$ cat src/rtl/hlt_pkg.sv
// Shared types and constants for the hex line trace block.
// No dependencies; imported by every module of the block.
package hlt_pkg;

  localparam int COORD_BITS_DEF = 12;
  localparam int MAX_RANGE_DEF  = 63;
  localparam int STEP_BITS      = 6;
  localparam int SYS_BITS       = 2;

  typedef logic [SYS_BITS-1:0] sys_t;
  localparam sys_t SYS_OFFSET = 2'd2;

  typedef enum logic [1:0] {
    ST_IDLE,
    ST_DIST,
    ST_PREP,
    ST_RUN
  } state_t;

  typedef struct packed {
    logic load;
    logic measure;
    logic prep;
    logic step;
  } dp_cmd_t;

  typedef struct packed {
    logic last;
  } dp_sts_t;

endpackage

$ cat src/rtl/hex_line_trace_unit.sv
// Top level of the hex line trace: traces a line between two hexes and
// emits every hex on it in even-r offset coordinates.
// Depends on hlt_pkg, hlt_ctrl and hlt_datapath.
//
//  channel  | direction | payload
//  ---------+-----------+---------------------------------------------------
//  in_      | request   | tdata: origin_a, origin_b, target_a, target_b
//  out_     | result    | tdata: hex_col, hex_row, step_number; tlast; tuser
//  cfg_     | write     | wr_data: input_system
//
// A request passes the setup steps, then one hex per cycle follows while
// the output does not stall; a line that is empty or too long gives one hex.
// The setup steps are axial conversion, distance, and step remainders.
// Reset is synchronous; input_system returns to axial.
// Output stalls hold the stepping loop; a new request is taken once the
// last hex of the line sits in the output register.
module hex_line_trace_unit #(
  parameter int COORD_BITS = hlt_pkg::COORD_BITS_DEF,
  parameter int MAX_RANGE  = hlt_pkg::MAX_RANGE_DEF
) (
  input  logic                                     clk,
  input  logic                                     rst_n,
  input  logic                                     cfg_wr_en,
  input  logic [hlt_pkg::SYS_BITS-1:0]             cfg_wr_data,
  input  logic                                     in_tvalid,
  output logic                                     in_tready,
  // origin_a, origin_b, target_a, target_b
  input  logic [((4*COORD_BITS+7)/8)*8-1:0]        in_tdata,
  output logic                                     out_tvalid,
  input  logic                                     out_tready,
  // hex_col, hex_row, step_number, zero fill
  output logic [((2*COORD_BITS+hlt_pkg::STEP_BITS+8)/8)*8-1:0] out_tdata,
  output logic                                     out_tlast,
  // too_long
  output logic                                     out_tuser
);
  import hlt_pkg::*;

  dp_cmd_t cmd;
  dp_sts_t sts;

  hlt_ctrl u_ctrl (
    .clk        (clk),
    .rst_n      (rst_n),
    .in_tvalid  (in_tvalid),
    .in_tready  (in_tready),
    .out_tvalid (out_tvalid),
    .out_tready (out_tready),
    .cmd        (cmd),
    .sts        (sts)
  );

  hlt_datapath #(
    .COORD_BITS (COORD_BITS),
    .MAX_RANGE  (MAX_RANGE)
  ) u_datapath (
    .clk         (clk),
    .rst_n       (rst_n),
    .cfg_wr_en   (cfg_wr_en),
    .cfg_wr_data (cfg_wr_data),
    .in_tdata    (in_tdata),
    .cmd         (cmd),
    .sts         (sts),
    .out_tdata   (out_tdata),
    .out_tlast   (out_tlast),
    .out_tuser   (out_tuser)
  );

endmodule

$ cat src/rtl/hlt_datapath.sv
// Datapath of the hex line trace: coordinate conversion, distance, per-step
// fraction tracking, cube rounding and the result register.
// Depends on hlt_pkg; driven by hlt_ctrl through dp_cmd_t.
module hlt_datapath #(
  parameter int COORD_BITS = hlt_pkg::COORD_BITS_DEF,
  parameter int MAX_RANGE  = hlt_pkg::MAX_RANGE_DEF
) (
  input  logic                                     clk,
  input  logic                                     rst_n,
  input  logic                                     cfg_wr_en,
  input  logic [hlt_pkg::SYS_BITS-1:0]             cfg_wr_data,
  input  logic [((4*COORD_BITS+7)/8)*8-1:0]        in_tdata,
  input  hlt_pkg::dp_cmd_t                         cmd,
  output hlt_pkg::dp_sts_t                         sts,
  output logic [((2*COORD_BITS+hlt_pkg::STEP_BITS+8)/8)*8-1:0] out_tdata,
  output logic                                     out_tlast,
  output logic                                     out_tuser
);
  import hlt_pkg::*;

  localparam int CB    = COORD_BITS;
  localparam int W     = CB + 3;
  localparam int SUMW  = CB + 4;
  localparam int NW    = CB + 2;
  localparam int SB    = STEP_BITS;
  localparam int RW    = SB + 1;
  localparam int OUT_W = ((2*CB+SB+8)/8)*8;
  localparam int PAD_W = OUT_W - (2*CB + SB + 1);

  function automatic logic signed [W-1:0] sx(input logic [CB-1:0] v);
    sx = {{(W-CB){v[CB-1]}}, v};
  endfunction

  function automatic logic signed [W-1:0] half_even(input logic signed [W-1:0] v);
    half_even = $signed(v + {{(W-1){1'b0}}, v[0]}) >>> 1;
  endfunction

  function automatic logic [W-1:0] absw(input logic signed [W-1:0] v);
    absw = v[W-1] ? -v : v;
  endfunction

  sys_t                  sys_r;
  logic signed [W-1:0]   q0_r, r0_r, q1_r, r1_r;
  logic signed [W-1:0]   d_r   [3];
  logic signed [W-1:0]   b_r   [3];
  logic [SB-1:0]         rem_r [3];
  logic [SB-1:0]         rr_r  [3];
  logic [2:0]            up_r, dn_r;
  logic [SB-1:0]         n_r;
  logic [SB-1:0]         step_r;
  logic                  single_r, long_r;
  logic [CB:0]           col_r;
  logic [CB-1:0]         row_r;
  logic [SB-1:0]         ostep_r;
  logic                  olast_r, olong_r;

  logic signed [W-1:0]   a0, b0, a1, b1;
  logic signed [W-1:0]   dq, dr, ds;
  logic [SUMW-1:0]       dsum;
  logic [NW-1:0]         n_full;
  logic signed [W-1:0]   k     [3];
  logic [SB-1:0]         err   [3];
  logic signed [W-1:0]   b_nxt [3];
  logic [SB-1:0]         rem_nxt [3];
  logic [SB-1:0]         rr_nxt  [3];
  logic [2:0]            up_nxt, dn_nxt;
  logic signed [W-1:0]   hx, hz, col_w;
  logic                  last;

  assign a0 = sx(in_tdata[CB-1:0]);
  assign b0 = sx(in_tdata[2*CB-1:CB]);
  assign a1 = sx(in_tdata[3*CB-1:2*CB]);
  assign b1 = sx(in_tdata[4*CB-1:3*CB]);

  assign dq     = q1_r - q0_r;
  assign dr     = r1_r - r0_r;
  assign ds     = -dq - dr;
  assign dsum   = SUMW'(absw(dq)) + SUMW'(absw(dr)) + SUMW'(absw(ds));
  assign n_full = dsum[NW:1];

  always_comb begin
    logic [RW-1:0] twice;
    logic [RW-1:0] rs;
    logic          carry;
    for (int c = 0; c < 3; c++) begin
      twice = {rem_r[c], 1'b0};
      if (b_r[c][W-1]) begin
        k[c] = b_r[c] + W'(twice > {1'b0, n_r});
      end else begin
        k[c] = b_r[c] + W'(twice >= {1'b0, n_r});
      end
      err[c] = (k[c] != b_r[c]) ? (n_r - rem_r[c]) : rem_r[c];

      rs         = {1'b0, rem_r[c]} + {1'b0, rr_r[c]};
      carry      = rs >= {1'b0, n_r};
      rem_nxt[c] = carry ? SB'(rs - {1'b0, n_r}) : rs[SB-1:0];
      b_nxt[c]   = b_r[c] + {{(W-1){1'b0}}, up_r[c]} + {{(W-1){1'b0}}, carry}
                   - {{(W-1){1'b0}}, dn_r[c]};

      up_nxt[c] = d_r[c] == $signed({{(W-SB){1'b0}}, n_r});
      dn_nxt[c] = d_r[c][W-1];
      if (dn_nxt[c]) begin
        rr_nxt[c] = SB'(d_r[c] + $signed({{(W-SB){1'b0}}, n_r}));
      end else if (up_nxt[c]) begin
        rr_nxt[c] = '0;
      end else begin
        rr_nxt[c] = d_r[c][SB-1:0];
      end
    end
  end

  always_comb begin
    hx = k[0];
    hz = k[2];
    if (err[0] > err[1] && err[0] > err[2]) begin
      hx = -k[1] - k[2];
    end else if (err[1] > err[2]) begin
      hx = k[0];
    end else begin
      hz = -k[0] - k[1];
    end
    if (single_r) begin
      hx = q0_r;
      hz = r0_r;
    end
    col_w = hx + half_even(hz);
  end

  assign last     = single_r || (step_r == n_r);
  assign sts.last = last;

  always_ff @(posedge clk) begin
    if (!rst_n) begin
      sys_r <= '0;
    end else if (cfg_wr_en) begin
      sys_r <= cfg_wr_data;
    end
  end

  always_ff @(posedge clk) begin
    if (cmd.load) begin
      q0_r <= (sys_r == SYS_OFFSET) ? a0 - half_even(b0) : a0;
      r0_r <= b0;
      q1_r <= (sys_r == SYS_OFFSET) ? a1 - half_even(b1) : a1;
      r1_r <= b1;
    end
    if (cmd.measure) begin
      d_r[0]   <= dq;
      d_r[1]   <= ds;
      d_r[2]   <= dr;
      long_r   <= n_full > NW'(MAX_RANGE);
      single_r <= (n_full > NW'(MAX_RANGE)) || (n_full == '0);
      n_r      <= n_full[SB-1:0];
    end
    if (cmd.prep) begin
      b_r[0] <= q0_r;
      b_r[1] <= -q0_r - r0_r;
      b_r[2] <= r0_r;
      for (int c = 0; c < 3; c++) begin
        rem_r[c] <= '0;
        rr_r[c]  <= rr_nxt[c];
      end
      up_r   <= up_nxt;
      dn_r   <= dn_nxt;
      step_r <= '0;
    end
    if (cmd.step) begin
      col_r   <= col_w[CB:0];
      row_r   <= hz[CB-1:0];
      ostep_r <= step_r;
      olast_r <= last;
      olong_r <= long_r;
      for (int c = 0; c < 3; c++) begin
        b_r[c]   <= b_nxt[c];
        rem_r[c] <= rem_nxt[c];
      end
      step_r <= step_r + SB'(1);
    end
  end

  assign out_tdata = {{PAD_W{1'b0}}, ostep_r, row_r, col_r};
  assign out_tlast = olast_r;
  assign out_tuser = olong_r;

  a_rem_below_n: assert property (@(posedge clk) disable iff (!rst_n)
    cmd.step && !single_r |-> rem_r[0] < n_r && rem_r[1] < n_r && rem_r[2] < n_r)
    else $error("fraction remainder out of range");

  a_step_bound: assert property (@(posedge clk) disable iff (!rst_n)
    cmd.step && !single_r |-> step_r <= n_r)
    else $error("step counter ran past line length");

endmodule

$ cat src/rtl/hlt_ctrl.sv
// Controller of the hex line trace: request sequencing and result valid.
// Depends on hlt_pkg; commands hlt_datapath through dp_cmd_t.
module hlt_ctrl (
  input  logic             clk,
  input  logic             rst_n,
  input  logic             in_tvalid,
  output logic             in_tready,
  output logic             out_tvalid,
  input  logic             out_tready,
  output hlt_pkg::dp_cmd_t cmd,
  input  hlt_pkg::dp_sts_t sts
);
  import hlt_pkg::*;

  state_t state_r, state_nxt;
  logic   out_valid_r, out_valid_nxt;

  always_ff @(posedge clk) begin
    if (!rst_n) begin
      state_r     <= ST_IDLE;
      out_valid_r <= 1'b0;
    end else begin
      state_r     <= state_nxt;
      out_valid_r <= out_valid_nxt;
    end
  end

  always_comb begin
    state_nxt = state_r;
    cmd       = '0;
    in_tready = 1'b0;
    unique case (state_r)
      ST_IDLE: begin
        in_tready = 1'b1;
        if (in_tvalid) begin
          cmd.load  = 1'b1;
          state_nxt = ST_DIST;
        end
      end
      ST_DIST: begin
        cmd.measure = 1'b1;
        state_nxt   = ST_PREP;
      end
      ST_PREP: begin
        cmd.prep  = 1'b1;
        state_nxt = ST_RUN;
      end
      ST_RUN: begin
        if (!out_valid_r || out_tready) begin
          cmd.step = 1'b1;
          if (sts.last) begin
            state_nxt = ST_IDLE;
          end
        end
      end
      default: state_nxt = ST_IDLE;
    endcase
    if (cmd.step) begin
      out_valid_nxt = 1'b1;
    end else if (out_tready) begin
      out_valid_nxt = 1'b0;
    end else begin
      out_valid_nxt = out_valid_r;
    end
  end

  assign out_tvalid = out_valid_r;

  a_step_fills_out: assert property (@(posedge clk) disable iff (!rst_n)
    cmd.step |=> out_tvalid)
    else $error("emitted hex not presented");

  a_no_step_idle: assert property (@(posedge clk) disable iff (!rst_n)
    in_tready |-> !cmd.step)
    else $error("hex emitted while taking requests");

  a_last_frees: assert property (@(posedge clk) disable iff (!rst_n)
    cmd.step && sts.last |=> in_tready)
    else $error("not ready after last hex of line");

endmodule

$ cat config.mk
export PLATFORM = sky130hd
export DESIGN_NAME = hex_line_trace_unit
export DESIGN_NICKNAME = d
export VERILOG_FILES = /design/src/rtl/hlt_pkg.sv /design/src/rtl/hex_line_trace_unit.sv /design/src/rtl/hlt_datapath.sv /design/src/rtl/hlt_ctrl.sv
export SDC_FILE = /design/constraint.sdc
export NUM_CORES = 1
export LEC_CHECK = 0
export BUFFER_PORTS_ARGS = -buffer_cell sky130_fd_sc_hd__buf_2
export CORE_MARGIN = 2
export CORE_UTILIZATION = 55
export CTS_CLUSTER_SIZE = 24
export DETAILED_ROUTE_END_ITERATION = 12
export PLACE_DENSITY_LB_ADDON = 0.3
export REMOVE_ABC_BUFFERS = 1
export SLEW_MARGIN = 20
export SYNTH_ARGS = -nofsm -noshare
export SYNTH_HDL_FRONTEND = slang
export SYNTH_HIERARCHICAL = 1
export SYNTH_SLANG_ARGS = --single-unit
$ cat constraint.sdc
create_clock -name clk -period 7.5 [get_ports clk]
set_input_delay 0.375 -clock clk [delete_from_list [all_inputs] [get_ports clk]]
set_output_delay 0.375 -clock clk [all_outputs]
set_load 0.005 [all_outputs]
Yosys cells after proc, flatten, opt, wreduce, memory -nomap -nowiden
Memories as Yosys holds them, arrays and structs flattened. Index checks and enable logic that the tools add are counted. W data, S select, Z words.

$add $sub $neg: 48. Order comparisons: 13. Equality and inequality tests: 14. Multiplexer cells: 52. Bitwise gates (word level): 6. Reduce and logical (&&, ||, !) cells: 10.

Operator list (number): $add A15 B1 Y15 (12); $mux W15 (11); $mux W6 (17); $neg A15 Y15 (4); $eq A15 B7 Y1 (3); $ne A15 B15 Y1 (3); $sub A15 B1 Y15 (3); $ge A7 B6 Y1 (6); $mux W14 (3); $sub A12 B12 Y13 (3); $sub A6 B6 Y6 (6); $add A15 B15 Y15 (2); $sub A15 B15 Y15 (2); $add A12 B2 Y13 (2); $mux W13 (2); $add A6 B6 Y7 (3); $gt A7 B6 Y1 (3); $add A6 B6 Y6 (3); $gt A6 B6 Y1 (3); $mux W1 (15); $sub A15 B12 Y15 (1); $add A14 B1 Y14 (1); $gt A14 B6 Y1 const B (1); $logic_not A14 Y1 (1); other kinds (20) (33).

Register bits after elaboration: 112. Memory bits (writable): 126. Input bits: 55. Output and inout port bits: 36. Logic and storage cells: 165. Memories: 4.

Memories: u_datapath.b_r (words 3, bits a word 15, rd ports 3, clocked after Yosys merged registers in 0, wr ports 3, line hlt_datapath.sv:45) `logic signed [W-1:0] b_r [3];`; u_datapath.d_r (words 3, bits a word 15, rd ports 3, clocked after Yosys merged registers in 0, wr ports 3, line hlt_datapath.sv:44) `logic signed [W-1:0] d_r [3];`; u_datapath.rem_r (words 3, bits a word 6, rd ports 3, clocked after Yosys merged registers in 0, wr ports 3, line hlt_datapath.sv:46) `logic [SB-1:0] rem_r [3];`; u_datapath.rr_r (words 3, bits a word 6, rd ports 3, clocked after Yosys merged registers in 0, wr ports 3, line hlt_datapath.sv:47) `logic [SB-1:0] rr_r [3];`.

Logic depth before layout (Yosys ltp)
An unclocked memory read counts as a cell.

Word-level depth: 12. Depth in mapped cells: 42. Depth with buffers taken out: 40.

Cells and area by module
The synthesis kept the hierarchy.

By module, submodules not included: hlt_datapath (times used 1, cells each 2440, area an instance 22909.5 um^2, sequential area each 6856.6 um^2); hlt_ctrl (times used 1, cells each 24, area an instance 221.5 um^2, sequential area each 60.1 um^2).

Worst setup path before layout
Ideal clock, no wire load.

Path kind: register to register. Start: register u_datapath.n_r[1]. End: register u_datapath.col_r[12], data pin. Library setup time: 260 ps. Arrival: 7859 ps. Required time: 7240 ps. Slack: -619 ps. Cell stages (with the launch flop): 41. Path buffers: 2. Clock period less this slack: 8119 ps. Cells stage by stage: edfxtp_1 inv_1 ha_1 nor2b_1 o21a_1 o21a_1 o21ai_0 nand2b_1 a21oi_1 o21bai_1 ha_1 ha_1 xor2_1 or4_1 clkbuf_1 a21oi_1 ha_1 nor2b_1 [... 5 more ...] mux2i_1 o21ai_0 ha_1 xor2_1 inv_1 fa_1 nor2b_1 o21ai_0 a21boi_0 o21ai_0 a21boi_0 o21ai_0 nand2_1 a21o_1 nand2_1 a21oi_1 xnor2_1 xnor2_1.

Cells in the longest elaborated chain, start to end: 11. Elaborated cells between the ends (all ways): 39. Those cells by class: 15 x add/sub; 9 x order compare; 3 x eq/ne; 11 x mux; 1 x reduce/logical.

Ends and longest elaborated chain: start: declaration (line hlt_datapath.sv:49) `logic [SB-1:0] n_r;`; start signal: assignment (line hlt_datapath.sv:153) `n_r <= n_full[SB-1:0];`; parallel branches: the longest is 7 deep, another holds $add A15 B1 Y15; $mux W14 * (line hlt_datapath.sv:115) `if (err[0] > err[1] && err[0] > err[2]) begin`; $mux W14 * (line hlt_datapath.sv:122) `if (single_r) begin`; named net u_datapath.hz[1] (line hlt_datapath.sv:67) `logic signed [W-1:0] hx, hz, col_w;`; $add A14 B1 Y14 * (line hlt_datapath.sv:35) `half_even = $signed(v + {{(W-1){1'b0}}, v[0]}) >>> 1;`; $add A13 B13 Y13 * (line hlt_datapath.sv:126) `col_w = hx + half_even(hz);`; named net u_datapath.col_w[12] (line hlt_datapath.sv:67); end signal: assignment (line hlt_datapath.sv:168) `col_r <= col_w[CB:0];`; end: declaration (line hlt_datapath.sv:52) `logic [CB:0] col_r;`.

Mark *: on every way through the listed nets, which the timed path passes. A chain may end at the register's enable or synchronous reset.

Worst setup path in the final report
Start: register u_datapath.q0_r[0]. End: register u_datapath.single_r, data pin.

Cells in the longest elaborated chain, start to end: 8. Elaborated cells between the ends (all ways): 11. Those cells by class: 6 x add/sub; 1 x order compare; 2 x mux; 2 x reduce/logical.

Ends and longest elaborated chain: start: declaration (line hlt_datapath.sv:43) `logic signed [W-1:0] q0_r, r0_r, q1_r, r1_r;`; start signal: assignment (line hlt_datapath.sv:142) `q0_r <= (sys_r == SYS_OFFSET) ? a0 - half_even(b0) : a0;`; $sub A15 B15 Y15 * (line hlt_datapath.sv:75) `assign dq = q1_r - q0_r;`; named net u_datapath.dq[2] (line hlt_datapath.sv:58) `logic signed [W-1:0] dq, dr, ds;`; $neg A15 Y15 * (line hlt_datapath.sv:77) `assign ds = -dq - dr;`; $sub A15 B15 Y15 * (line hlt_datapath.sv:77); named net u_datapath.ds[14] (line hlt_datapath.sv:58); $neg A15 Y15 (line hlt_datapath.sv:39) `absw = v[W-1] ? -v : v;`; $mux W15 * (line hlt_datapath.sv:39); $add A15 B15 Y15 * (line hlt_datapath.sv:78) `assign dsum = SUMW'(absw(dq)) + SUMW'(absw(dr)) + SUMW'(absw(ds));`; $gt A14 B6 Y1 or $logic_not A14 Y1 (tied branches) (line hlt_datapath.sv:152) `single_r <= (n_full > NW'(MAX_RANGE)) || (n_full == '0);`; $logic_or A1 B1 Y1 * (line hlt_datapath.sv:152); end signal: assignment (line hlt_datapath.sv:152); end: declaration (line hlt_datapath.sv:51) `logic single_r, long_r;`.

Mark *: on every way through the listed nets, which the timed path passes. The rest lies on a longest branch.

==> results_dict.tcl <==
set metrics [dict create \
    area_delta_synth_final_pct 15.5 \
    grt_max_degree 65 \
    grt_pass1_vias 18600 \
    max_stage_delay_ns 0.54 \
    maxCapViolCount 0 \
    vias_per_cell 5.70 \
    drive_above_1_share_pct 15.5 \
    grt_overflow 0 \
    ys_seq_area_share_pct 29.9 \
    cts_tree "built" \
    cp-end-kind "flip-flop" \
    grt_pass1_wl_um 94500 \
    dieHeight_um 209 \
    fmax_mhz 134 \
    cts_root_buf "clkbuf_16" \
    clk_latency_ns 0.59 \
    first_pass_iters 5 \
    ys_ff_latch 232 \
    synth_edf_count 227 \
    reg2regPathDepth 36 \
    layout_common_cells "346 x ha_1, 252 x inv_1, 227 x edfxtp_1" \
    clock_sinks 232 \
    hold_viol 0 \
    die-area_um2 43700 \
    arrival_ns 7.75 \
    hold_ws_ns 0.0201 \
    worstSetupPathType "flip-flop to flip-flop" \
    path_max_fanout 4 \
    antennaDiodeCount 0 \
    core.rowCount 75 \
    slew_violations 0 \
    antenna_found_initial 0 \
    status "finished, final reports clean" \
    cts.htree.levels 1 \
    ios 91 \
    crit_required_ns 7.80 \
    layout.nets 3177 \
    clkTransAtPathRegs_ns 0.06 \
    gp_congestion 0.911 \
    start_util_pct 55.4 \
    post-route-min-period_ns 7.45 \
    synth_top_area_cell "edfxtp_1" \
    wl_per_cell_um 17.9 \
    cts_made_buffers 28 \
    yosysWarnings 6 \
    synth_top_area_share_pct 29.5 \
    fin_crit_sh_pct 99.3 \
    fp.dieW_um 209 \
    relSlewSlack_pct 38.3 \
    cp_slowest_cell "or4_4" \
    crit_top_cell "a21oi_2" \
    drtAntennaViolNets 0 \
    hp-class "primary input to flip-flop" \
    final_common_cell "ha_1" \
    critical_path.startpoint_type "flip-flop" \
    tightest_slew_ns 0.925 \
    final.setup_skew_ns 0.0363 \
    setup_slack_ns 0.0497 \
    grt.total_usage_pct 26.9 \
    postSynth.asyncResetShare_pct 0 \
    syn_area_per_cell_um2 9.39 \
    netlist_instances 2464 \
    yosysUniqueCellTypes 96 \
    port-buffer-count 89 \
    core_area_um2 41800 \
    rsz0062_at_grt "yes" \
    ys.flop_type "edfxtp_1" \
    holdPathStages 1 \
    dp_hpwl_um 47000 \
    pre_cts_slack_ns -0.433 \
    synth_area_leaders "edfxtp_1 29%, ha_1 19%, xnor2_1 8.6%" \
    wl_um 59000 \
    drt_iter0_drc 1180 \
    num_vias 18700 \
    clk_path_buf_depth 3 \
    setup_viol_count_final 0 \
    synth_area_um2 23100 \
    rrSetupSlack_ns 0.05 \
    route.detailed.drc 0 \
]
state kept, by name, indices dropped and copies added (netlist names), 2 cells and up:
name / flops
u_datapath/b_r: 45
u_datapath/d_r: 43
u_datapath/rem_r: 18
u_datapath/rr_r: 18
u_datapath/col_r: 13
u_datapath/q0_r: 13
u_datapath/q1_r: 13
u_datapath/r0_r: 12
u_datapath/r1_r: 12
u_datapath/row_r: 12
u_datapath/n_r: 6
u_datapath/ostep_r: 6
u_datapath/step_r: 6
u_datapath/dn_r: 3
u_datapath/up_r: 3
u_ctrl/state_r: 2
u_datapath/sys_r: 2
cells in the mapped netlist (all sizes together), types with 4 or more instances:
| cell | n |
|---|---|
| ha | 356 |
| inv | 259 |
| xnor2 | 229 |
| edfxtp | 227 |
| nand2 | 190 |
| a21oi | 177 |
| o21ai | 158 |
| nor2 | 142 |
| a21o | 86 |
| xor2 | 82 |
| nor2b | 57 |
| nand3 | 51 |
| fa | 41 |
| nor3 | 34 |
| o21bai | 33 |
| clkbuf | 31 |
| mux2i | 26 |
| nand2b | 25 |
| and2 | 18 |
| a31oi | 17 |
| and3 | 16 |
| nor4 | 16 |
| or3 | 16 |
| a21boi | 15 |
| o21a | 14 |
| a211oi | 13 |
| nand4 | 13 |
| o31ai | 12 |
| a2111oi | 11 |
| or2 | 9 |
| buf | 8 |
| and4 | 7 |
| mux2 | 6 |
| o211ai | 6 |
| dfxtp | 5 |
| or4 | 5 |
| o41ai | 4 |
final cells by class:
type / count / area, um^2
fillers: 3356 / 15000
well taps: 539 / 674
repair buffers: 270 / 1820
inverters: 260 / 991
clock buffers: 37 / 744
clock inverters: 15 / 138
multi-input cells: 1933 / 15400
flip-flops and latches: 232 / 6920
critical path: cells and delay by family (launching register included):
kind / cells / cell delay [ns]
and+or+nand+nor: 9 / 2.02
AOI/OAI and AO/OA: 13 / 1.79
adders and majority gates: 5 / 1.65
xor gates and xnor gates: 5 / 0.87
buffers and inverters: 4 / 0.41
DFF: 1 / 0.40
layer usage:
layer / GRT usage, % / vias to the layer above / share of wire [%]
met4: 8.94 / 0 / 3.2
met5: 0 / - / 0
met2: 46.7 / 470 / 48
met1: 35.0 / 8923 / 43
li1: - / 9223 / -
met3: 3.07 / 100 / 5.9
worst paths after layout:
kind,from,endpoint
worst max-delay path,u_datapath/q0_r[0],u_datapath/single_r
worst max register to register,u_datapath/q0_r[0],u_datapath/single_r
worst min register to register,u_datapath/long_r,u_datapath/out_tuser
worst min-delay path,in_tdata[20],u_datapath/r0_r[8]
through the flow:
stage / utilization, % / instance area [um^2] / cells / TNS [ns]
floorplan: - / 23000 / 2425 / -2.52
global placement: 60.3 / 25200 / 3200 / -0.237
detailed placement: 60.3 / 25200 / 3200 / -1.37
CTS: 62.9 / 26300 / 3261 / 0
global route: 64.0 / 26700 / 3286 / -0.690
finish: 64.0 / 26700 / 3286 / 0
repair_timing:
| item | 4_1_cts | 5_1_grt |
|---|---|---|
| resized for setup | 24 | 72 |
| hold endpoints to repair | 4 | 0 |
| setup buffers | 5 | 25 |
| hold buffers | 4 | 0 |
| endpoints found under the setup margin | 6 | 8 |
| pin swaps | 9 | 48 |
cell families (layout without fill, tap and decap cells):
family | after synthesis | after routing | synth area share [%]
XOR/XNOR | 312 | 312 | 12.0
AO/OA/AOI/OAI | 582 | 582 | 15.9
flip-flops | 232 | 232 | 29.9
other | 2 | 2 | 0.0325
buffers and inverters | 299 | 582 | 4.99
adder cells (fa/ha/maj) | 397 | 397 | 22.8
AND/OR/NAND/NOR | 608 | 608 | 12.9
multiplexers | 32 | 32 | 1.43
Power is left out: the tool's default activity adds up to more than one toggle a clock period on the data nets, which glitch-free logic cannot reach.
